--- config.mk ---
export PLATFORM = sky130hd
export DESIGN_NAME = variant_signature_type_parser_core
export DESIGN_NICKNAME = d
export VERILOG_FILES = /design/src/design/vstp_pkg.sv /design/src/design/vstp_cell.sv /design/src/design/vstp_stack.sv /design/src/design/variant_signature_type_parser_core.sv
export SDC_FILE = /design/constraint.sdc
export NUM_CORES = 2
export LEC_CHECK = 0
export ABC_AREA = 1
export BUFFER_PORTS_ARGS = -buffer_cell sky130_fd_sc_hd__clkbuf_2
export CAP_MARGIN = 20
export CORE_MARGIN = 2
export CORE_UTILIZATION = 35
export DETAILED_ROUTE_END_ITERATION = 8
export RECOVER_POWER = 100
export SYNTH_ARGS = -nofsm -noshare
export SYNTH_HDL_FRONTEND = slang
export SYNTH_SLANG_ARGS = --single-unit
--- constraint.sdc ---
create_clock -name clk -period 356.4 [get_ports clk]
set_clock_uncertainty 0.05 [all_clocks]
set_input_delay 71.28 -clock clk [delete_from_list [all_inputs] [get_ports clk]]
set_output_delay 71.28 -clock clk [all_outputs]
set_load 0.005 [all_outputs]
--- src/design/vstp_pkg.sv ---
// Package for the signature type parser: word structs, level encoding, classifier.
// No dependencies.
`timescale 1ns / 1ps
`default_nettype none
package vstp_pkg;

	typedef struct packed {
		logic [7:0] type_char;
		logic       end_of_signature;
	} in_word_t;

	typedef struct packed {
		logic [1:0]  status;
		logic [1:0]  align_log2;
		logic [15:0] fixed_bytes;
		logic [15:0] bound_child_bytes;
		logic [8:0]  depth_used;
		logic [12:0] type_length;
		logic [11:0] type_offset;
		logic        final_result;
	} out_word_t;

	typedef enum logic [1:0] {
		K_TUPLE = 2'd0,
		K_PAIR0 = 2'd1,
		K_PAIR1 = 2'd2,
		K_BOUND = 2'd3
	} kind_t;

	typedef struct packed {
		logic [2:0] pad;
		logic [1:0] align;
		kind_t      kind;
	} level_t;

	typedef enum logic [2:0] {
		C_INVALID = 3'd0,
		C_LEAF    = 3'd1,
		C_OPEN    = 3'd2,
		C_TCLOSE  = 3'd3,
		C_PCLOSE  = 3'd4
	} cls_t;

	typedef enum logic [1:0] {
		ST_OK       = 2'd0,
		ST_MALFORM  = 2'd1,
		ST_DEEP     = 2'd2,
		ST_TOO_LONG = 2'd3
	} status_t;

	typedef enum logic [1:0] {
		S_IDLE = 2'd0,
		S_EXEC = 2'd1,
		S_POP  = 2'd2
	} fsm_t;

	typedef struct packed {
		cls_t       cls;
		logic [1:0] align;
		logic       fixed;
		logic       basic;
	} char_info_t;

	function automatic char_info_t classify(input logic [7:0] c);
		char_info_t r;
		r = '{cls: C_LEAF, align: 2'd0, fixed: 1'b1, basic: 1'b1};
		case (c)
			"b", "y": ;
			"n", "q": r.align = 2'd1;
			"i", "u", "h": r.align = 2'd2;
			"x", "t", "d": r.align = 2'd3;
			"s", "o", "g": r.fixed = 1'b0;
			"v": begin
				r.align = 2'd3; r.fixed = 1'b0; r.basic = 1'b0;
			end
			"m", "a", "(", "{": r.cls = C_OPEN;
			")": r.cls = C_TCLOSE;
			"}": r.cls = C_PCLOSE;
			default: r.cls = C_INVALID;
		endcase
		return r;
	endfunction

endpackage
`default_nettype wire

--- src/design/vstp_cell.sv ---
// One cell of the level stack chain: holds one saved level, shifts with neighbors.
// Depends on vstp_pkg.
`timescale 1ns / 1ps
`default_nettype none
module vstp_cell
	import vstp_pkg::*;
(
	input  wire logic   clk,
	input  wire logic   push,
	input  wire logic   pop,
	input  wire level_t from_above,
	input  wire level_t from_below,
	output level_t      level
);
	level_t level_q;

	// push: take the level from the cell above (toward the top); pop: take from below
	always_ff @(posedge clk) begin
		if (push) begin
			level_q <= from_above;
		end else if (pop) begin
			level_q <= from_below;
		end
	end

	assign level = level_q;
endmodule
`default_nettype wire

--- src/design/vstp_stack.sv ---
// Level stack as a chain of shift cells; cell 0 holds the most recent level.
// Depends on vstp_pkg and vstp_cell.
`timescale 1ns / 1ps
`default_nettype none
module vstp_stack
	import vstp_pkg::*;
#(
	parameter int DEPTH = 256
) (
	input  wire logic   clk,
	input  wire logic   push,
	input  wire logic   pop,
	input  wire level_t push_level,
	output level_t      top_level
);
	level_t chain [DEPTH+1];

	assign chain[DEPTH] = '0;

	for (genvar g = 0; g < DEPTH; g++) begin : g_cell
		level_t above;
		if (g == 0) begin : g_head
			assign above = push_level;
		end else begin : g_body
			assign above = chain[g-1];
		end
		vstp_cell u_cell (
			.clk       (clk),
			.push      (push),
			.pop       (pop),
			.from_above(above),
			.from_below(chain[g+1]),
			.level     (chain[g])
		);
	end

	assign top_level = chain[0];
endmodule
`default_nettype wire

--- src/design/variant_signature_type_parser_core.sv ---
// Top level of the signature type parser: control sequencer, state and result register.
// Depends on vstp_pkg and vstp_stack.
//
// Usage: signature characters arrive one word per handshake on the in channel
// (type_char, end_of_signature). For each complete top-level type, and for
// each error, one result word leaves on the out channel.
// Sequence: each character is accepted, then executed, then one pop state runs for
// each bound container ('a' or 'm') that it closes, one per cycle, through the cell
// chain of the level stack; the next character is accepted only after that.
// A result appears in the output register the cycle after execution ends.
// Stall: the output register holds its word until taken; the next character
// is accepted meanwhile, but its execution waits while the register is
// still full.
// Reset: arst_n clears all control and parse state; the level stack cells
// carry no reset since only pushed entries are read.
// After an error the remaining characters of the signature are dropped.
`timescale 1ns / 1ps
`default_nettype none
module variant_signature_type_parser_core
	import vstp_pkg::*;
#(
	parameter int MAX_DEPTH = 256,
	parameter int MAX_CHARS = 4096
) (
	input  wire logic     clk,
	input  wire logic     arst_n,
	input  wire logic     in_valid,
	output logic          in_ready,
	input  wire in_word_t in_data,
	output logic          out_valid,
	input  wire logic     out_ready,
	output out_word_t     out_data
);
	localparam int DW = $clog2(MAX_DEPTH + 1);
	localparam int PW = $clog2(MAX_CHARS + 1);

	fsm_t fsm_q, fsm_d;
	in_word_t word_q;
	level_t cur_q, cur_d;
	logic [16:0] size_q, size_d;
	logic [DW-1:0] depth_q, depth_d, maxd_q, maxd_d;
	logic fixed_q, fixed_d, pairc_q, pairc_d, disc_q, disc_d;
	logic [7:0] prev_q, prev_d;
	logic [PW-1:0] pos_q, pos_d, begin_q, begin_d;
	logic [16:0] bound_q, bound_d;
	logic eos_q, eos_d;
	logic ov_q, ov_d;
	out_word_t od_q, od_d;
	logic push, pop;
	level_t push_lv, top_lv;
	logic go_pop;

	vstp_stack #(.DEPTH(MAX_DEPTH)) u_stack (
		.clk       (clk),
		.push      (push),
		.pop       (pop),
		.push_level(push_lv),
		.top_level (top_lv)
	);

	assign in_ready  = (fsm_q == S_IDLE);
	assign out_valid = ov_q;
	assign out_data  = od_q;

	always_comb begin
		fsm_d = fsm_q;
		unique case (fsm_q)
			S_IDLE: if (in_valid) fsm_d = S_EXEC;
			S_EXEC: if (!ov_q || out_ready) fsm_d = S_IDLE;
			S_POP: if (!(top_lv.kind == K_BOUND && depth_q > 1)) fsm_d = S_IDLE;
			default: fsm_d = S_IDLE;
		endcase
		if (fsm_q == S_EXEC && (!ov_q || out_ready) && go_pop) fsm_d = S_POP;
	end

	// datapath
	char_info_t ci;
	logic [16:0] rs, t8, sub;
	logic [3:0] m;
	logic leaf, close;
	status_t err;
	level_t lv;

	function automatic logic [15:0] sat(input logic [16:0] v);
		return v[16] ? 16'hFFFF : v[15:0];
	endfunction

	always_comb begin
		ci = classify(word_q.type_char);
		cur_d = cur_q; size_d = size_q; depth_d = depth_q; maxd_d = maxd_q;
		fixed_d = fixed_q; pairc_d = pairc_q; disc_d = disc_q; prev_d = prev_q;
		pos_d = pos_q; begin_d = begin_q; bound_d = bound_q; eos_d = eos_q;
		ov_d = ov_q && !out_ready; od_d = od_q;
		push = 1'b0; pop = 1'b0; push_lv = cur_q; go_pop = 1'b0;
		err = ST_OK; leaf = 1'b0; close = 1'b0; lv = cur_q; rs = size_q;
		t8 = '0; sub = '0; m = '0;
		if (fsm_q == S_IDLE && in_valid) begin
			eos_d = in_data.end_of_signature;
		end
		if (fsm_q == S_EXEC && (!ov_q || out_ready)) begin
			if (disc_q) begin
				if (word_q.end_of_signature) begin
					disc_d = 1'b0; pos_d = '0; begin_d = '0;
					cur_d = '{pad: 3'd0, align: 2'd0, kind: K_TUPLE};
					size_d = '0; depth_d = '0; maxd_d = '0; fixed_d = 1'b1; pairc_d = 1'b0;
				end
			end else begin
				if ({{(17-PW){1'b0}}, pos_q} >= 17'(MAX_CHARS)) begin
					err = ST_TOO_LONG;
				end else begin
					unique case (ci.cls)
						C_OPEN: begin
							if ({{(17-DW){1'b0}}, depth_q} >= 17'(MAX_DEPTH)) err = ST_DEEP;
							else if (pairc_q || cur_q.kind == K_PAIR0) err = ST_MALFORM;
							else begin
								push = 1'b1;
								depth_d = depth_q + 1'b1;
								if (depth_d > maxd_q) maxd_d = depth_d;
								t8 = (size_q + 17'd7) & ~17'd7;
								cur_d.kind = (word_q.type_char == "(") ? K_TUPLE :
									(word_q.type_char == "{") ? K_PAIR0 : K_BOUND;
								cur_d.align = 2'd0;
								cur_d.pad = 3'(t8 - size_q);
								size_d = t8;
							end
						end
						C_TCLOSE: begin
							if (depth_q == '0 || cur_q.kind != K_TUPLE) err = ST_MALFORM;
							else begin
								if (prev_q == "(") rs = size_q + 17'd1;
								close = 1'b1;
							end
						end
						C_PCLOSE: begin
							if (!pairc_q) err = ST_MALFORM;
							else close = 1'b1;
						end
						C_LEAF: begin
							if (pairc_q || (cur_q.kind == K_PAIR0 && !ci.basic)) err = ST_MALFORM;
							else begin
								fixed_d = fixed_q & ci.fixed;
								lv.align = (ci.align > cur_q.align) ? ci.align : cur_q.align;
								if (fixed_d) begin
									m = (4'd1 << ci.align) - 4'd1;
									rs = ((size_q + {13'd0, m}) & ~{13'd0, m})
										+ {13'd0, m} + 17'd1;
								end
								leaf = 1'b1;
							end
						end
						default: err = ST_MALFORM;
					endcase
					if (close) begin
						if (fixed_q) begin
							m = (4'd1 << cur_q.align) - 4'd1;
							sub = {14'd0, cur_q.pad & ~m[2:0]};
							rs = (rs >= sub) ? rs - sub : '0;
							rs = (rs + {13'd0, m}) & ~{13'd0, m};
						end
						pop = 1'b1;
						depth_d = depth_q - 1'b1;
						lv = top_lv;
						lv.align = (cur_q.align > top_lv.align) ? cur_q.align : top_lv.align;
						pairc_d = 1'b0;
						leaf = 1'b1;
					end
					prev_d = word_q.type_char;
					if (leaf) begin
						size_d = rs; cur_d = lv;
						if (lv.kind == K_BOUND && depth_d != '0) begin
							go_pop = 1'b1;
						end
					end
				end
				if (err != ST_OK) begin
					pop = 1'b0; push = 1'b0; go_pop = 1'b0;
				end
			end
		end
		// one bound pop per cycle
		if (fsm_q == S_POP) begin
			bound_d = fixed_q ? size_q : '0;
			fixed_d = 1'b0;
			pop = 1'b1;
			depth_d = depth_q - 1'b1;
			cur_d = top_lv;
			cur_d.align = (cur_q.align > top_lv.align) ? cur_q.align : top_lv.align;
			if (!(top_lv.kind == K_BOUND && depth_q > 1)) leaf = 1'b1;
			lv = cur_d;
		end
		// leaf completion, not when further pops follow
		if (leaf && !go_pop && err == ST_OK && !disc_q) begin
			if (lv.kind == K_PAIR0) cur_d.kind = K_PAIR1;
			else if (lv.kind == K_PAIR1) pairc_d = 1'b1;
			if (depth_d == '0) begin
				ov_d = 1'b1;
				od_d.status = ST_OK;
				od_d.align_log2 = cur_d.align;
				od_d.fixed_bytes = fixed_d ? sat(size_d) : 16'd0;
				od_d.bound_child_bytes = sat(bound_d);
				od_d.depth_used = 9'(maxd_d);
				od_d.type_length = 13'(pos_q + 1'b1 - begin_q);
				od_d.type_offset = 12'(begin_q);
				od_d.final_result = eos_q;
				cur_d = '{pad: 3'd0, align: 2'd0, kind: K_TUPLE};
				size_d = '0; depth_d = '0; maxd_d = '0; fixed_d = 1'b1; pairc_d = 1'b0;
				bound_d = '0;
				if (eos_q) begin
					pos_d = '0; begin_d = '0;
				end else begin
					pos_d = pos_q + 1'b1; begin_d = pos_q + 1'b1;
				end
			end else if (eos_q) begin
				err = ST_MALFORM;
			end else begin
				pos_d = pos_q + 1'b1;
				bound_d = '0;
			end
		end else if (fsm_q == S_EXEC && (!ov_q || out_ready) && !disc_q && !leaf
				&& err == ST_OK) begin
			if (eos_q) err = ST_MALFORM;
			else pos_d = pos_q + 1'b1;
		end
		if (err != ST_OK) begin
			ov_d = 1'b1;
			od_d = '0;
			od_d.status = err;
			od_d.final_result = 1'b1;
			cur_d = '{pad: 3'd0, align: 2'd0, kind: K_TUPLE};
			size_d = '0; depth_d = '0; maxd_d = '0; fixed_d = 1'b1; pairc_d = 1'b0;
			bound_d = '0;
			if (eos_q) begin
				pos_d = '0; begin_d = '0;
			end else begin
				disc_d = 1'b1;
			end
		end
	end

	always_ff @(posedge clk or negedge arst_n) begin
		if (!arst_n) begin
			fsm_q <= S_IDLE;
			cur_q <= '{pad: 3'd0, align: 2'd0, kind: K_TUPLE};
			size_q <= '0; depth_q <= '0; maxd_q <= '0;
			fixed_q <= 1'b1; pairc_q <= 1'b0; disc_q <= 1'b0;
			prev_q <= '0; pos_q <= '0; begin_q <= '0; bound_q <= '0;
			eos_q <= 1'b0; ov_q <= 1'b0;
		end else begin
			fsm_q <= fsm_d;
			cur_q <= cur_d; size_q <= size_d; depth_q <= depth_d; maxd_q <= maxd_d;
			fixed_q <= fixed_d; pairc_q <= pairc_d; disc_q <= disc_d;
			prev_q <= prev_d; pos_q <= pos_d; begin_q <= begin_d; bound_q <= bound_d;
			eos_q <= eos_d; ov_q <= ov_d;
		end
	end

	// hold the accepted word and the result word
	always_ff @(posedge clk) begin
		if (fsm_q == S_IDLE && in_valid) word_q <= in_data;
		od_q <= od_d;
	end
endmodule
`default_nettype wire

==> metrics.yaml <==
clock_network:
  root_buffer: "clkbuf_16"
  cts_tree: "done"
  clkTransAtPathRegs_ns: 0.06
  max-clock-path-buffers: 3
  cts-resized-gates: 0
  cts_sinks: 1972
  worstSkewPairLatency_ns: 0.85
  post_cts_buffers: 0
  cts_buffers: 204
  postCtsHoldBufs: 0
  cts_max_level: 4
setup_path:
  crit_cells: 16
  r2r_end: "u_stack.g_cell[93].u_cell.level[6]$_DFFE_PP_"
  cp-endpoint: "u_stack.g_cell[93].u_cell.level[6]$_DFFE_PP_"
  path_cells: "clkbuf_2 > nor2_1 > inv_1 > nand2_1 > nor2_1 > inv_1 > nor3_1 > inv_1 > o21ai_0 > clkbuf_1 > clkbuf_1 > clkbuf_1 > clkbuf_1 > clkbuf_1 > clkbuf_1 > clkbuf_1"
  endpoint_kind: "flop"
  start_kind: "input pin"
  r2r_setup_slack_ns: 328.99
  slowest_stage: "clkbuf_1"
  r2r-start: "word_q[3]$_DFFE_PP_"
  cp.required_ns: 356.73
  crit_buf_inv: 11
  crit_fanout: 176
  r2r.worst_path.cells: 20
  startpoint: "out_ready"
  crit_arrival_ns: 96.90
  worstSetupPathType: "input pin to flop"
  crit_family: "buffers and inverters"
  worst_path_most_repeated_cell: "clkbuf_1"
  max_stage_delay_ns: 6.45
synthesis:
  synth_edf_count: 1803
  ys_top_cells_by_area: "edfxtp_1 (62%), o21ai_0 (11%), nand2_1 (9.4%)"
  synth_nets: 8671
  syn_inst: 8611
  yosys.area.top_type: "edfxtp_1"
  async_flop_share: 0.05071
  synth_cell_types: 66
  synth_top_area_share: 0.6177
  yosys_warnings: 0
  ys.flop_type: "edfxtp_1"
  ys_seq_area_frac: 0.6621
  synth_area_per_cell_um2: 10.18
  mappedNetlistArea_mm2: 0.08764
  synth_seq_cells: 1972
routing:
  dr.pass1.iters: 5
  wl_um: 181200
  via_count: 58292
  drt_iter0_markers: 5776
  viasPerCell: 4.861
  drc: 0
  wire_per_inst_um: 15.11
  ant_nets: 0
outcome:
  violations: "max-capacitance violations, max-slew violations"
  status: "finished, violations left"
grt:
  track_usage: 0.1393
  grt_max_degree: 311
  grt_pass1_vias: 56702
  grt_antenna_before_repair: 0
  grt_pass1_wl_um: 298000
  gr-total-overflow: 0
die:
  die_area_mm2: 0.2544
  initial_utilization: 0.3521
  ioPinCount: 86
  die_h_um: 504.4
  die_x_um: 504.4
  rows: 183
  core_mm2: 0.2489
power:
  total_power_uw: 510.3
  switching_power_uw: 127.0
  p_int_uw: 383.3
  swShare: 0.2488
  p_comb_frac: 0.094
  powerDensity_mw_per_mm2: 5.256
  clkPwrFrac: 0.407
  p_leak_nw: 36.72
  seq_power_share: 0.499
  ir_drop_mv: 0.005259
job:
  cap_violations: 53
layout:
  mostFrequentLayoutCell: "nand2_1"
  area_growth_syn_to_layout_pct: 10.77
  final_nets: 8554
  final_cell_mix: "nand2_1 (2194), o21ai_0 (1914), edfxtp_1 (1803), inv_1 (1116), nor2_1 (235)"
  drive_gt1_frac: 0.05058
  num-fill-cells: 24404
sta:
  slew_viol_final: 5614
  hold_violations: 0
  period_share: 0.2710
  fmax_mhz: 10.36
  timing.final.crit_period_ns: 96.57
  rsz0062_at_grt: "false"
  relSlewSlack: -5.649
  setup_viol_count_final: 0
  final.setup.tns_ns: 0
  worst_pin_slew_ns: 9.973
placed_design:
  place.gp.congestion: 0.8581
  dp_hpwl_um: 111900
  port_buffers: 85
hold_path:
  hold_path.class: "flop to flop"
[synth_stat cells (all sizes together), types with 5 or more instances]
cell type  count
a22oi         27
a311oi        13
nand3        133
a221oi        10
o21bai         8
nor2         262
dfxtp         69
o211ai        15
o2111ai        5
buf           31
nand2       2215
o21ai       1930
nor3          53
dfrtp         99
a21oi        129
nand4         27
a31oi          8
edfxtp      1803
inv         1149
xnor2         10
clkinv         6
nand3b         6
a211oi        11
clkbuf       443
a31o          16
nor4           5
xor2          53
ha            43
[through the flow]
step                        util  setup WS (ns)  hold WS, ns  cells  area [um^2]
after CTS                 0.3915         277.89       0.4074  11980        97430
after detailed placement  0.3655         276.92       0.3946  11609        90960
after global placement    0.3655         277.15       0.3938  11609        90960
after global routing      0.3900         256.95       0.4181  11989        97080
final                     0.3901         259.83       0.4066  11991        97080
after floorplan                -         153.13       0.3926   8611        87640
[worst min-delay path by stage]
stage / from / to / slack [ns] / depth (start not counted)
detailed placement: out_data[9]$_SDFFE_PN0P_ / out_data[9]$_SDFFE_PN0P_ / 0.39 / 2
global placement: out_data[59]$_SDFFE_PN0P_ / out_data[59]$_SDFFE_PN0P_ / 0.39 / 2
global route: out_data[53]$_SDFFE_PN0P_ / out_data[53]$_SDFFE_PN0P_ / 0.42 / 2
finish: out_data[61]$_SDFFE_PN0P_ / out_data[61]$_SDFFE_PN0P_ / 0.41 / 2
CTS: out_data[55]$_SDFFE_PN0P_ / out_data[55]$_SDFFE_PN0P_ / 0.41 / 2
floorplan: prev_q[4]$_DFFE_PN0P_ / prev_q[4]$_DFFE_PN0P_ / 0.39 / 2
[cell type report]
| cell class | instances | area (um^2) | share of cell area |
|---|---|---|---|
| antenna | 2 | 5.005 | 0.00005155 |
| clock buffer | 257 | 5356 | 0.05517 |
| clock inverter | 114 | 1112 | 0.01146 |
| inverter | 1155 | 4335 | 0.04466 |
| multi-input combinational | 5010 | 23450 | 0.2415 |
| sequential | 1972 | 58030 | 0.5977 |
| tap | 3330 | 4167 | 0.04292 |
| timing repair buffer | 151 | 635.6 | 0.006547 |
[flip-flops by register name, indices dropped and copies added, names as in the netlist, 2 cells and up]
name	flops
cur_q	7
bound_q	17
fsm_q	2
pos_q	13
maxd_q	9
begin_q	13
size_q	17
depth_q	9
word_q	9
u_stack.g_cell.u_cell.level	1792
out_data	71
prev_q	8
[per-layer routing]
| metal | vias to the layer above | global-route usage | share of wire |
|---|---|---|---|
| met4 | 0 | 0.04075 | 0.025 |
| met2 | 1073 | 0.2177 | 0.45 |
| met1 | 28189 | 0.2008 | 0.48 |
| li1 | 28757 | - | - |
| met5 | - | 0 | 0 |
| met3 | 273 | 0.02038 | 0.043 |
[worst reg2reg max path: cells and delay by family, from the launching register on]
kind | cells | cell delay (ns)
AOI/OAI and AO/OA | 3 | 0.70
buffers and inverters | 10 | 24.17
DFF | 1 | 0.52
and+or+nand+nor | 7 | 1.49
[power groups by stage]
stage          logic (mW)  clock network [mW]  registers, mW
2_1_floorplan      0.0363                   0          0.258
3_5_place_dp       0.0476                   0          0.259
4_1_cts            0.0479               0.214          0.254
6_report           0.0481               0.208          0.255
3_3_place_gp       0.0472                   0          0.259
5_1_grt            0.0536               0.222          0.255
[cells by family after synthesis]
kind of cell / after synthesis / share of synthesized area
other: 1 / 0.00004279
AND/OR/NAND/NOR: 2708 / 0.1239
AO/OA/AOI/OAI: 2191 / 0.1301
XOR/XNOR: 63 / 0.006296
adder cells (fa/ha/maj): 47 / 0.007052
buffers and inverters: 1629 / 0.07058
flip-flops: 1972 / 0.6621
No activity file was read; power rests on OpenSTA's default activity.
